### config.mk
export PLATFORM = sky130hd
export DESIGN_NAME = adjacency_matrix_dfs_order_core
export DESIGN_NICKNAME = d
export VERILOG_FILES = /design/src/rtl/core/amdfs_pkg.sv /design/src/rtl/core/amdfs_ram.sv /design/src/rtl/core/amdfs_ctrl.sv /design/src/rtl/core/amdfs_out.sv /design/src/rtl/core/adjacency_matrix_dfs_order_core.sv
export SDC_FILE = /design/constraint.sdc
export NUM_CORES = 2
export LEC_CHECK = 0
export BUFFER_PORTS_ARGS = -buffer_cell sky130_fd_sc_hd__buf_2
export CORE_ASPECT_RATIO = 1.75
export CORE_MARGIN = 1.5
export CORE_UTILIZATION = 45
export CTS_CLUSTER_DIAMETER = 50
export DETAILED_ROUTE_END_ITERATION = 6
export GPL_ROUTABILITY_DRIVEN = 0
export PLACE_DENSITY = 0.66
export SLEW_MARGIN = 0
export SYNTH_ARGS = -nofsm -noshare
export SYNTH_HDL_FRONTEND = slang
export SYNTH_SLANG_ARGS = --single-unit
### constraint.sdc
create_clock -name clk -period 6.2 [get_ports clk]
set_input_delay 1.24 -clock clk [delete_from_list [all_inputs] [get_ports clk]]
set_output_delay 1.24 -clock clk [all_outputs]
set_load 0.005 [all_outputs]
### src/rtl/core/amdfs_pkg.sv
// Shared types, constants and helper functions of the adjacency-matrix
// depth-first order block. Depends on nothing; imported by all modules but amdfs_ram.
package amdfs_pkg;

    localparam int VTX_W   = 5;   // width of a vertex number
    localparam int ROW_W   = 32;  // width of one adjacency row
    localparam int DEPTH_W = 6;   // width of the stack depth and the vertex count
    localparam int ROWS    = 32;  // entries in the adjacency and stack memories

    localparam logic [DEPTH_W-1:0] MAX_VERTICES  = 6'd32;
    localparam logic [DEPTH_W-1:0] COUNT_AT_RESET = 6'd32;

    localparam logic FUNC_ROW_WRITE = 1'b0;
    localparam logic FUNC_RUN       = 1'b1;

    localparam logic STATUS_OK    = 1'b0;
    localparam logic STATUS_RANGE = 1'b1;

    typedef enum logic [2:0] {
        ST_IDLE,
        ST_POP,
        ST_FETCH,
        ST_LOAD,
        ST_SCAN,
        ST_EMIT,
        ST_ERR
    } state_t;

    typedef struct packed {
        logic [VTX_W-1:0] vertex;
        logic             last;
        logic             status;
    } result_t;

    typedef struct packed {
        logic             we;
        logic [VTX_W-1:0] waddr;
        logic [ROW_W-1:0] wdata;
        logic [VTX_W-1:0] raddr;
    } adj_req_t;

    typedef struct packed {
        logic             we;
        logic [VTX_W-1:0] waddr;
        logic [VTX_W-1:0] wdata;
        logic [VTX_W-1:0] raddr;
    } stk_req_t;

    typedef struct packed {
        logic               busy;
        logic [DEPTH_W-1:0] depth;
    } ctrl_status_t;

    // Index of the lowest set bit; zero when no bit is set.
    function automatic logic [VTX_W-1:0] lowest_index(input logic [ROW_W-1:0] v);
        logic [VTX_W-1:0] idx;
        idx = '0;
        for (int i = ROW_W - 1; i >= 0; i--)
        begin
            if (v[i])
            begin
                idx = VTX_W'(i);
            end
        end
        return idx;
    endfunction

endpackage

### src/rtl/core/amdfs_ram.sv
// Generic simple dual-port RAM with one write port and a registered read port.
// Depends on nothing; holds the adjacency rows and the vertex stack.
module amdfs_ram #(
    parameter int WIDTH = 32,
    parameter int DEPTH = 32
) (
    input  logic                     clk,
    input  logic                     we,
    input  logic [$clog2(DEPTH)-1:0] waddr,
    input  logic [WIDTH-1:0]         wdata,
    input  logic [$clog2(DEPTH)-1:0] raddr,
    output logic [WIDTH-1:0]         rdata
);

    logic [WIDTH-1:0] mem_reg [DEPTH];
    logic [WIDTH-1:0] rdata_reg;

    always_ff @(posedge clk)
    begin
        if (we)
        begin
            mem_reg[waddr] <= wdata;
        end
        rdata_reg <= mem_reg[raddr];
    end

    assign rdata = rdata_reg;

endmodule

### src/rtl/core/amdfs_ctrl.sv
// Traversal sequencer: row loading, stack pops and pushes, visited marks.
// Depends on amdfs_pkg; drives the adjacency and stack memories in the top level.
module amdfs_ctrl
    import amdfs_pkg::*;
(
    input  logic               clk,
    input  logic               rst_n,
    input  logic               in_valid,
    output logic               in_ready,
    input  logic               in_func,
    input  logic [VTX_W-1:0]   in_row_index,
    input  logic [ROW_W-1:0]   in_row_bits,
    input  logic [VTX_W-1:0]   in_start,
    input  logic [DEPTH_W-1:0] vertex_count,
    output adj_req_t           adj_req,
    input  logic [ROW_W-1:0]   adj_rdata,
    output stk_req_t           stk_req,
    input  logic [VTX_W-1:0]   stk_rdata,
    output logic               emit_valid,
    output result_t            emit_item,
    input  logic               emit_ready,
    output ctrl_status_t       status
);

    state_t             state_reg, state_next;
    logic [DEPTH_W-1:0] depth_reg, depth_next;
    logic [ROW_W-1:0]   visited_reg, visited_next;
    logic [ROW_W-1:0]   cand_reg, cand_next;
    logic [VTX_W-1:0]   k_reg, k_next;

    logic [DEPTH_W-1:0] active_n;
    logic [ROW_W-1:0]   active_mask;
    logic               start_ok;

    // Effective vertex count, capped at the memory size.
    assign active_n    = (vertex_count > MAX_VERTICES) ? MAX_VERTICES : vertex_count;
    assign active_mask = (active_n >= MAX_VERTICES) ? '1
                       : ((ROW_W'(1) << active_n) - ROW_W'(1));
    assign start_ok    = {1'b0, in_start} < active_n;

    always_comb
    begin
        state_next = state_reg;
        case (state_reg)
            ST_IDLE:
            begin
                if (in_valid && in_func == FUNC_RUN)
                begin
                    state_next = start_ok ? ST_POP : ST_ERR;
                end
            end
            ST_POP:   state_next = ST_FETCH;
            ST_FETCH: state_next = ST_LOAD;
            ST_LOAD:  state_next = ST_SCAN;
            ST_SCAN:
            begin
                if (cand_reg == '0)
                begin
                    state_next = ST_EMIT;
                end
            end
            ST_EMIT:
            begin
                if (emit_ready)
                begin
                    state_next = (depth_reg == '0) ? ST_IDLE : ST_POP;
                end
            end
            ST_ERR:
            begin
                if (emit_ready)
                begin
                    state_next = ST_IDLE;
                end
            end
            default:  state_next = ST_IDLE;
        endcase
    end

    always_comb
    begin
        in_ready     = 1'b0;
        depth_next   = depth_reg;
        visited_next = visited_reg;
        cand_next    = cand_reg;
        k_next       = k_reg;
        adj_req      = '0;
        stk_req      = '0;
        emit_valid   = 1'b0;
        emit_item    = '0;
        case (state_reg)
            ST_IDLE:
            begin
                in_ready = 1'b1;
                if (in_valid && in_func == FUNC_ROW_WRITE)
                begin
                    adj_req.we    = 1'b1;
                    adj_req.waddr = in_row_index;
                    adj_req.wdata = in_row_bits;
                end
                else if (in_valid)
                begin
                    visited_next = '0;
                    depth_next   = '0;
                    if (start_ok)
                    begin
                        stk_req.we    = 1'b1;
                        stk_req.waddr = '0;
                        stk_req.wdata = in_start;
                        depth_next    = DEPTH_W'(1);
                        visited_next  = ROW_W'(1) << in_start;
                    end
                end
            end
            ST_POP:
            begin
                depth_next    = depth_reg - DEPTH_W'(1);
                stk_req.raddr = depth_next[VTX_W-1:0];
            end
            ST_FETCH:
            begin
                k_next        = stk_rdata;
                adj_req.raddr = stk_rdata;
            end
            ST_LOAD:
            begin
                cand_next = adj_rdata & ~visited_reg & active_mask;
            end
            ST_SCAN:
            begin
                if (cand_reg != '0)
                begin
                    // Push the lowest unvisited neighbour and mark it at once.
                    stk_req.we    = 1'b1;
                    stk_req.waddr = depth_reg[VTX_W-1:0];
                    stk_req.wdata = lowest_index(cand_reg);
                    depth_next    = depth_reg + DEPTH_W'(1);
                    visited_next  = visited_reg | (cand_reg & (~cand_reg + ROW_W'(1)));
                    cand_next     = cand_reg & (cand_reg - ROW_W'(1));
                end
            end
            ST_EMIT:
            begin
                emit_valid       = 1'b1;
                emit_item.vertex = k_reg;
                emit_item.last   = (depth_reg == '0);
                emit_item.status = STATUS_OK;
            end
            ST_ERR:
            begin
                emit_valid       = 1'b1;
                emit_item.vertex = '0;
                emit_item.last   = 1'b1;
                emit_item.status = STATUS_RANGE;
            end
            default:
            begin
                emit_valid = 1'b0;
            end
        endcase
    end

    always_ff @(posedge clk or negedge rst_n)
    begin
        if (!rst_n)
        begin
            state_reg   <= ST_IDLE;
            depth_reg   <= '0;
            visited_reg <= '0;
        end
        else
        begin
            state_reg   <= state_next;
            depth_reg   <= depth_next;
            visited_reg <= visited_next;
        end
    end

    always_ff @(posedge clk)
    begin
        cand_reg <= cand_next;
        k_reg    <= k_next;
    end

    assign status.busy  = (state_reg != ST_IDLE);
    assign status.depth = depth_reg;

endmodule

### src/rtl/core/amdfs_out.sv
// Output register between the sequencer and the result stream.
// Depends on amdfs_pkg for the result type.
module amdfs_out
    import amdfs_pkg::*;
(
    input  logic    clk,
    input  logic    rst_n,
    input  logic    emit_valid,
    input  result_t emit_item,
    output logic    emit_ready,
    output logic    out_valid,
    input  logic    out_ready,
    output result_t out_item
);

    logic    valid_reg, valid_next;
    result_t item_reg;

    // The register takes a new word when empty or when its word leaves now.
    assign emit_ready = !valid_reg || out_ready;
    assign valid_next = emit_ready ? emit_valid : valid_reg;

    always_ff @(posedge clk or negedge rst_n)
    begin
        if (!rst_n)
        begin
            valid_reg <= 1'b0;
        end
        else
        begin
            valid_reg <= valid_next;
        end
    end

    always_ff @(posedge clk)
    begin
        if (emit_ready && emit_valid)
        begin
            item_reg <= emit_item;
        end
    end

    assign out_valid = valid_reg;
    assign out_item  = item_reg;

endmodule

### src/rtl/core/adjacency_matrix_dfs_order_core.sv
// Top level of the depth-first visit order block over an adjacency matrix.
// Depends on amdfs_pkg, amdfs_ram, amdfs_ctrl and amdfs_out.
//
// Usage. Input words arrive on the s_axis channel. With tuser low a word
// writes one adjacency row (row_index, row_bits) and gives no result. With
// tuser high a word starts a traversal from start_vertex: the visited marks
// are cleared and every vertex reachable from the start is sent once on the
// m_axis channel in depth-first order, tlast marking the final word. A start
// vertex at or above the vertex count gives one word with vertex 0, tlast
// high and tuser (status) high.
// Sequence. For each vertex sent a traversal steps through the states pop,
// fetch, load, scan and emit, and in scan it pushes one neighbour at a time
// through the single write port of the stack memory. The first word reaches
// m_axis through the output register once the start vertex has been through
// these states. An out-of-range start sends its error word from the error state.
// A new input word is taken once the sequencer is idle, even while the last
// result still waits in the output register.
// Reset clears the sequencer, the visited marks and the stack depth, and sets
// the vertex count to 32; the row memory holds nothing valid until written.
// When the receiver stalls, the output register holds its word and the
// sequencer waits before sending the next one, so nothing is lost.
// The user writes the vertex count through cfg_we and cfg_wdata only while idle; the block does not enforce this.
module adjacency_matrix_dfs_order_core
    import amdfs_pkg::*;
(
    input  logic               clk,
    input  logic               rst_n,
    input  logic               s_axis_tvalid,
    output logic               s_axis_tready,
    // [4:0] row_index, [36:5] row_bits, [41:37] start_vertex, [47:42] zero
    input  logic [47:0]        s_axis_tdata,
    // [0] func
    input  logic               s_axis_tuser,
    output logic               m_axis_tvalid,
    input  logic               m_axis_tready,
    // [4:0] visited_vertex, [7:5] zero
    output logic [7:0]         m_axis_tdata,
    // last
    output logic               m_axis_tlast,
    // [0] status
    output logic               m_axis_tuser,
    input  logic               cfg_we,
    input  logic [DEPTH_W-1:0] cfg_wdata
);

    logic [DEPTH_W-1:0] count_reg, count_next;
    adj_req_t           adj_req;
    stk_req_t           stk_req;
    logic [ROW_W-1:0]   adj_rdata;
    logic [VTX_W-1:0]   stk_rdata;
    logic               emit_valid;
    logic               emit_ready;
    result_t            emit_item;
    result_t            out_item;
    ctrl_status_t       ctrl_status;

    // Vertex count register.
    assign count_next = cfg_we ? cfg_wdata : count_reg;

    always_ff @(posedge clk or negedge rst_n)
    begin
        if (!rst_n)
        begin
            count_reg <= COUNT_AT_RESET;
        end
        else
        begin
            count_reg <= count_next;
        end
    end

    // Adjacency rows, one per source vertex.
    amdfs_ram #(
        .WIDTH (ROW_W),
        .DEPTH (ROWS)
    ) u_adj_ram (
        .clk   (clk),
        .we    (adj_req.we),
        .waddr (adj_req.waddr),
        .wdata (adj_req.wdata),
        .raddr (adj_req.raddr),
        .rdata (adj_rdata)
    );

    // Vertex stack of the traversal.
    amdfs_ram #(
        .WIDTH (VTX_W),
        .DEPTH (ROWS)
    ) u_stk_ram (
        .clk   (clk),
        .we    (stk_req.we),
        .waddr (stk_req.waddr),
        .wdata (stk_req.wdata),
        .raddr (stk_req.raddr),
        .rdata (stk_rdata)
    );

    amdfs_ctrl u_ctrl (
        .clk          (clk),
        .rst_n        (rst_n),
        .in_valid     (s_axis_tvalid),
        .in_ready     (s_axis_tready),
        .in_func      (s_axis_tuser),
        .in_row_index (s_axis_tdata[4:0]),
        .in_row_bits  (s_axis_tdata[36:5]),
        .in_start     (s_axis_tdata[41:37]),
        .vertex_count (count_reg),
        .adj_req      (adj_req),
        .adj_rdata    (adj_rdata),
        .stk_req      (stk_req),
        .stk_rdata    (stk_rdata),
        .emit_valid   (emit_valid),
        .emit_item    (emit_item),
        .emit_ready   (emit_ready),
        .status       (ctrl_status)
    );

    amdfs_out u_out (
        .clk        (clk),
        .rst_n      (rst_n),
        .emit_valid (emit_valid),
        .emit_item  (emit_item),
        .emit_ready (emit_ready),
        .out_valid  (m_axis_tvalid),
        .out_ready  (m_axis_tready),
        .out_item   (out_item)
    );

    assign m_axis_tdata = {3'b000, out_item.vertex};
    assign m_axis_tlast = out_item.last;
    assign m_axis_tuser = out_item.status;

    // Every vertex is pushed at most once, so the stack never overflows.
    assert property (@(posedge clk) disable iff (!rst_n)
        ctrl_status.depth <= MAX_VERTICES)
    else $error("vertex stack depth beyond its capacity");

    // An out-of-range start is always the single, final word of its run.
    assert property (@(posedge clk) disable iff (!rst_n)
        m_axis_tvalid && m_axis_tuser == STATUS_RANGE |-> m_axis_tlast)
    else $error("range error word sent without tlast");

    // The sequencer only leaves idle on an accepted traversal request.
    assert property (@(posedge clk) disable iff (!rst_n)
        $rose(ctrl_status.busy) |->
            $past(s_axis_tvalid && s_axis_tready && s_axis_tuser == FUNC_RUN))
    else $error("sequencer started without a traversal request");

endmodule

==> implementation parameters <==
Parameter                              Value

Global routing
  Pin count of the biggest net entering global routing ... about 130
  Total overflow reported by the global router ... 0
  Initial antenna violation count ... 5
  First-pass GRT wire length ... ~200 mm
  Vias in the first global route ... around 31k
  Aggregate global-route resource usage ... 0.217

Critical path
  Reg2reg setup slack ... roughly 2 ns
  CP Launch Type ... register
  Category of the critical setup timing path ... register to register
  Reg2Reg Launch Point ... u_ctrl.state_reg[1]
  Worst Path Required ... around 6.6 ns
  Slowest stage cell on the critical path ... sky130_fd_sc_hd__nor2_4
  Cells traversed along the worst timing path ... or2_2 > nor4b_4 > nand3_1 > nor2_4 > buf_4
  Slowest cell delay on critical path ... between 1 and 1.5 ns
  Worst reg2reg endpoint ... u_adj_ram.mem_reg[27][23]
  Crit path to ... u_adj_ram.mem_reg[27][23]
  Depth of the most critical reg-to-reg path ... 5
  Worst setup path startpoint ... u_ctrl.state_reg[1]
  Crit-path max FO ... 20
  Element type at the critical path end ... register
  Arrival time reported for the critical path endpoint ... about 4.6 ns

Floorplanning
  Die height ... between 400 and 500 um
  Horizontal die dimension ... 263 um
  Initial Util ... 0.452
  Ports ... between 70 and 80
  # rows ... 167
  Total Die Area ... 121,000 um2
  Area of the placeable core ... 118,000 um2

Drt
  Detailed-route DRC error count ... 1
  Routed wire per std cell ... roughly 26 um
  Number of violations reported at the end of detailed-routing iteration 0 ... between 3k and 4k
  Length of the first detailed-routing pass in iterations ... 7
  Detailed-route vias per instance ... ~6.1
  Total via count after detailed routing ... about 31k
  Total length of routed wires ... between 100 and 150 mm
  Remaining antenna violation count ... 0

STA
  Endpoints failing setup ... 0
  Worst slack on hold paths ... around 0.50 ns
  Number of failing hold endpoints at the final stage ... 0
  Total count of max-transition violations in the final report ... 0
  Max-slew headroom ... 0.0711
  Slew at the pin closest to its max-slew limit ... about 1.4 ns
  Final sum of negative setup slack ... 0 ns
  Setup skew after layout ... ~0.037 ns
  Upper clock frequency limit ... 0.239 GHz
  Unrepaired setup endpoints after global routing ... no
  Shortest period the worst path allows ... between 4 and 5 ns
  Crit share post-route ... 0.676

Placed design
  Cells after DPL ... around 4.9k
  Dpl hpwl ... approximately 81 mm
  Number of buffers inserted by port buffering ... 62

Synthesis
  Adder-cell area share of the yosys netlist ... 0.00187
  Mean Syn Cell Area ... 15.5 um2
  Top flip-flop cell by instance count after synthesis ... sky130_fd_sc_hd__edfxtp_1
  Multiplexer area fraction after synthesis ... 0.0871
  Number of warning messages in the yosys log ... 0
  Synthesized instance count ... about 3.4k
  Count of flip-flops with a built-in enable after synthesis ... 1,228
  Flop and latch count out of synthesis ... approximately 1.3k
  XOR/XNOR Fraction of Synth Area ... 0.00148
  Distinct cell type count after synthesis ... ~90
  Sequential share of the synthesized area ... 0.727
  Post-synthesis instance area ... roughly 53,000 um2
  Area fraction in compound gates after synthesis ... 0.0782
  Largest family of logic cells by synthesized area ... multiplexers
  Post-Synth Simple-Gate Area ... 0.0843
  Proportion of synthesized flip-flops having asynchronous set or reset ... 0.0366

Clocking
  TritonCTS Sinks ... 1,313
  Clock Pin Slew Worst Setup and Hold Paths ... 0.06 ns
  Post-CTS setup buffer count ... 0
  Count of hold-fix buffers inserted at cts ... 0
  CTS tree ... done
  Insertion delay to the later sink of the worst-skew pair ... roughly 0.74 ns
  Max Buffers Root-to-Sink ... 3
  H-Tree Level Count ... 3
  Total clock buffers created by CTS ... 116
  Post-cts sizing count ... 0
  Master cell of the clock root buffer ... sky130_fd_sc_hd__clkbuf_16

Hold path
  Launch point of the worst hold path ... u_ctrl.visited_reg[3]
  Tightest Hold Check Type ... register to register

Run status
  Run status ... finished with violations
  Violated checks ... DRC

Cells and area
  Fillers ... between 9k and 10k
  Final net count ... ~3.5k
  Area growth from synthesis to final layout ... 11.5%
  Ratio of cells with drive above 1 in the final layout ... 0.160
  Final Non-Filler Cells ... ~5.1k
  Max reg flops ... roughly 1.0k

Flow run
  Max capacitance violation total ... 0

Power
  Leakage power ... ~20 nW
  VDD IR-drop max ... just over 300 uV
  Total power density per cell area ... between 400 and 500 nW/um2
## cells in the mapped netlist, types with 12 or more instances
| master | count | area, um2 |
|---|---|---|
| sky130_fd_sc_hd__dfxtp_1 | 37 | 741 |
| sky130_fd_sc_hd__clkbuf_1 | 120 | 450 |
| sky130_fd_sc_hd__nor3_1 | 87 | 435 |
| sky130_fd_sc_hd__buf_2 | 71 | 355 |
| sky130_fd_sc_hd__o21ai_0 | 111 | 556 |
| sky130_fd_sc_hd__inv_1 | 24 | 90.1 |
| sky130_fd_sc_hd__edfxtp_1 | 1228 | 36900 |
| sky130_fd_sc_hd__nand2_1 | 301 | 1130 |
| sky130_fd_sc_hd__nor2_1 | 302 | 1130 |
| sky130_fd_sc_hd__and2_1 | 37 | 231 |
| sky130_fd_sc_hd__a32o_1 | 37 | 370 |
| sky130_fd_sc_hd__o211ai_1 | 39 | 293 |
| sky130_fd_sc_hd__mux2_2 | 73 | 822 |
| sky130_fd_sc_hd__o2111ai_1 | 32 | 280 |
| sky130_fd_sc_hd__nand3_1 | 97 | 485 |
| sky130_fd_sc_hd__o22ai_1 | 132 | 826 |
| sky130_fd_sc_hd__o21a_1 | 23 | 173 |
| sky130_fd_sc_hd__nor3b_1 | 15 | 113 |
| sky130_fd_sc_hd__mux4_2 | 118 | 2660 |
| sky130_fd_sc_hd__a211oi_1 | 74 | 556 |
| sky130_fd_sc_hd__a31oi_1 | 23 | 144 |
| sky130_fd_sc_hd__nor4_1 | 16 | 100 |
| sky130_fd_sc_hd__nand3b_1 | 18 | 135 |
| sky130_fd_sc_hd__a21oi_1 | 45 | 225 |
| sky130_fd_sc_hd__mux2i_1 | 117 | 1170 |
| sky130_fd_sc_hd__dfrtp_1 | 47 | 1180 |
| sky130_fd_sc_hd__buf_4 | 12 | 90.1 |
| sky130_fd_sc_hd__o31ai_1 | 12 | 90.1 |
## stage by stage
| stage | area (um2) | utilization | power (mW) | worst slack [ns] |
|---|---|---|---|---|
| global route | 59500 | 0.504 | 24.9 | 1.70 |
| floorplan | 53400 | - | 14.8 | 2.22 |
| detailed placement | 55700 | 0.472 | 16.9 | 1.78 |
| global placement | 55700 | 0.472 | 16.9 | 1.81 |
| finish | 59500 | 0.504 | 24.0 | 2.01 |
| CTS | 59500 | 0.504 | 24.2 | 2.01 |
## cell type report
cell class	count	area [um2]	share of cell area
diodes	1	2.50	0.0000420
clock buffers	145	3090	0.0520
clock inverters	74	749	0.0126
inverters	25	93.8	0.00158
multi-input cells	1892	14000	0.235
flip-flops and latches	1313	38800	0.652
well taps	1521	1900	0.0320
repair buffers	128	878	0.0148
## worst min-delay path by stage
stage,to,slack (ns),depth (start not counted)
after global placement,u_ctrl.visited_reg[11],0.47,2
after CTS,u_ctrl.visited_reg[3],0.50,2
after global routing,u_ctrl.visited_reg[8],0.53,1
after detailed placement,u_ctrl.visited_reg[3],0.48,2
final,u_ctrl.visited_reg[3],0.50,2
after floorplan,u_ctrl.k_reg[0],0.40,0
## critical path: cells and delay by family (launching register included)
kind / cells / cell delay, ns
buffers and inverters: 1 / 0.38
flip-flops: 1 / 0.64
AND/OR/NAND/NOR: 4 / 2.86
## kinds of logic (layout without fill, tap and decap cells)
logic type,Yosys count,count (layout)
xor+xnor,9,9
buf+inv,242,372
other cells,1,4
fa+ha+maj,8,8
simple gates,962,962
compound gates,602,602
mux,308,308
flops,1313,1313
## report_power, final
part | switching [mW] | internal [mW]
clock | 3.26 | 4.02
combinational | 3.84 | 2.18
sequential | 0.529 | 10.2
## layer usage
metal  share of wire  GRT usage  up-vias
met4           0.045      0.100        0
met5               0          0        -
met2            0.53      0.390     1236
li1                -          -    13600
met3           0.057     0.0280      321
met1            0.37      0.258    15700
## cells in the final DEF, fill, tap and decap left out, drive strengths merged, types with 37 or more instances in the layout
cell,count
clkinv,56
o21ai,117
and2,39
a21oi,47
mux2i,117
nand2,301
nor3,87
mux4,118
o211ai,39
mux2,73
clkbuf,146
buf,127
nor2,305
nand3,97
a211oi,74
dfrtp,47
o22ai,132
dfxtp,37
a32o,37
edfxtp,1228
(Power assumes the default switching activity.)
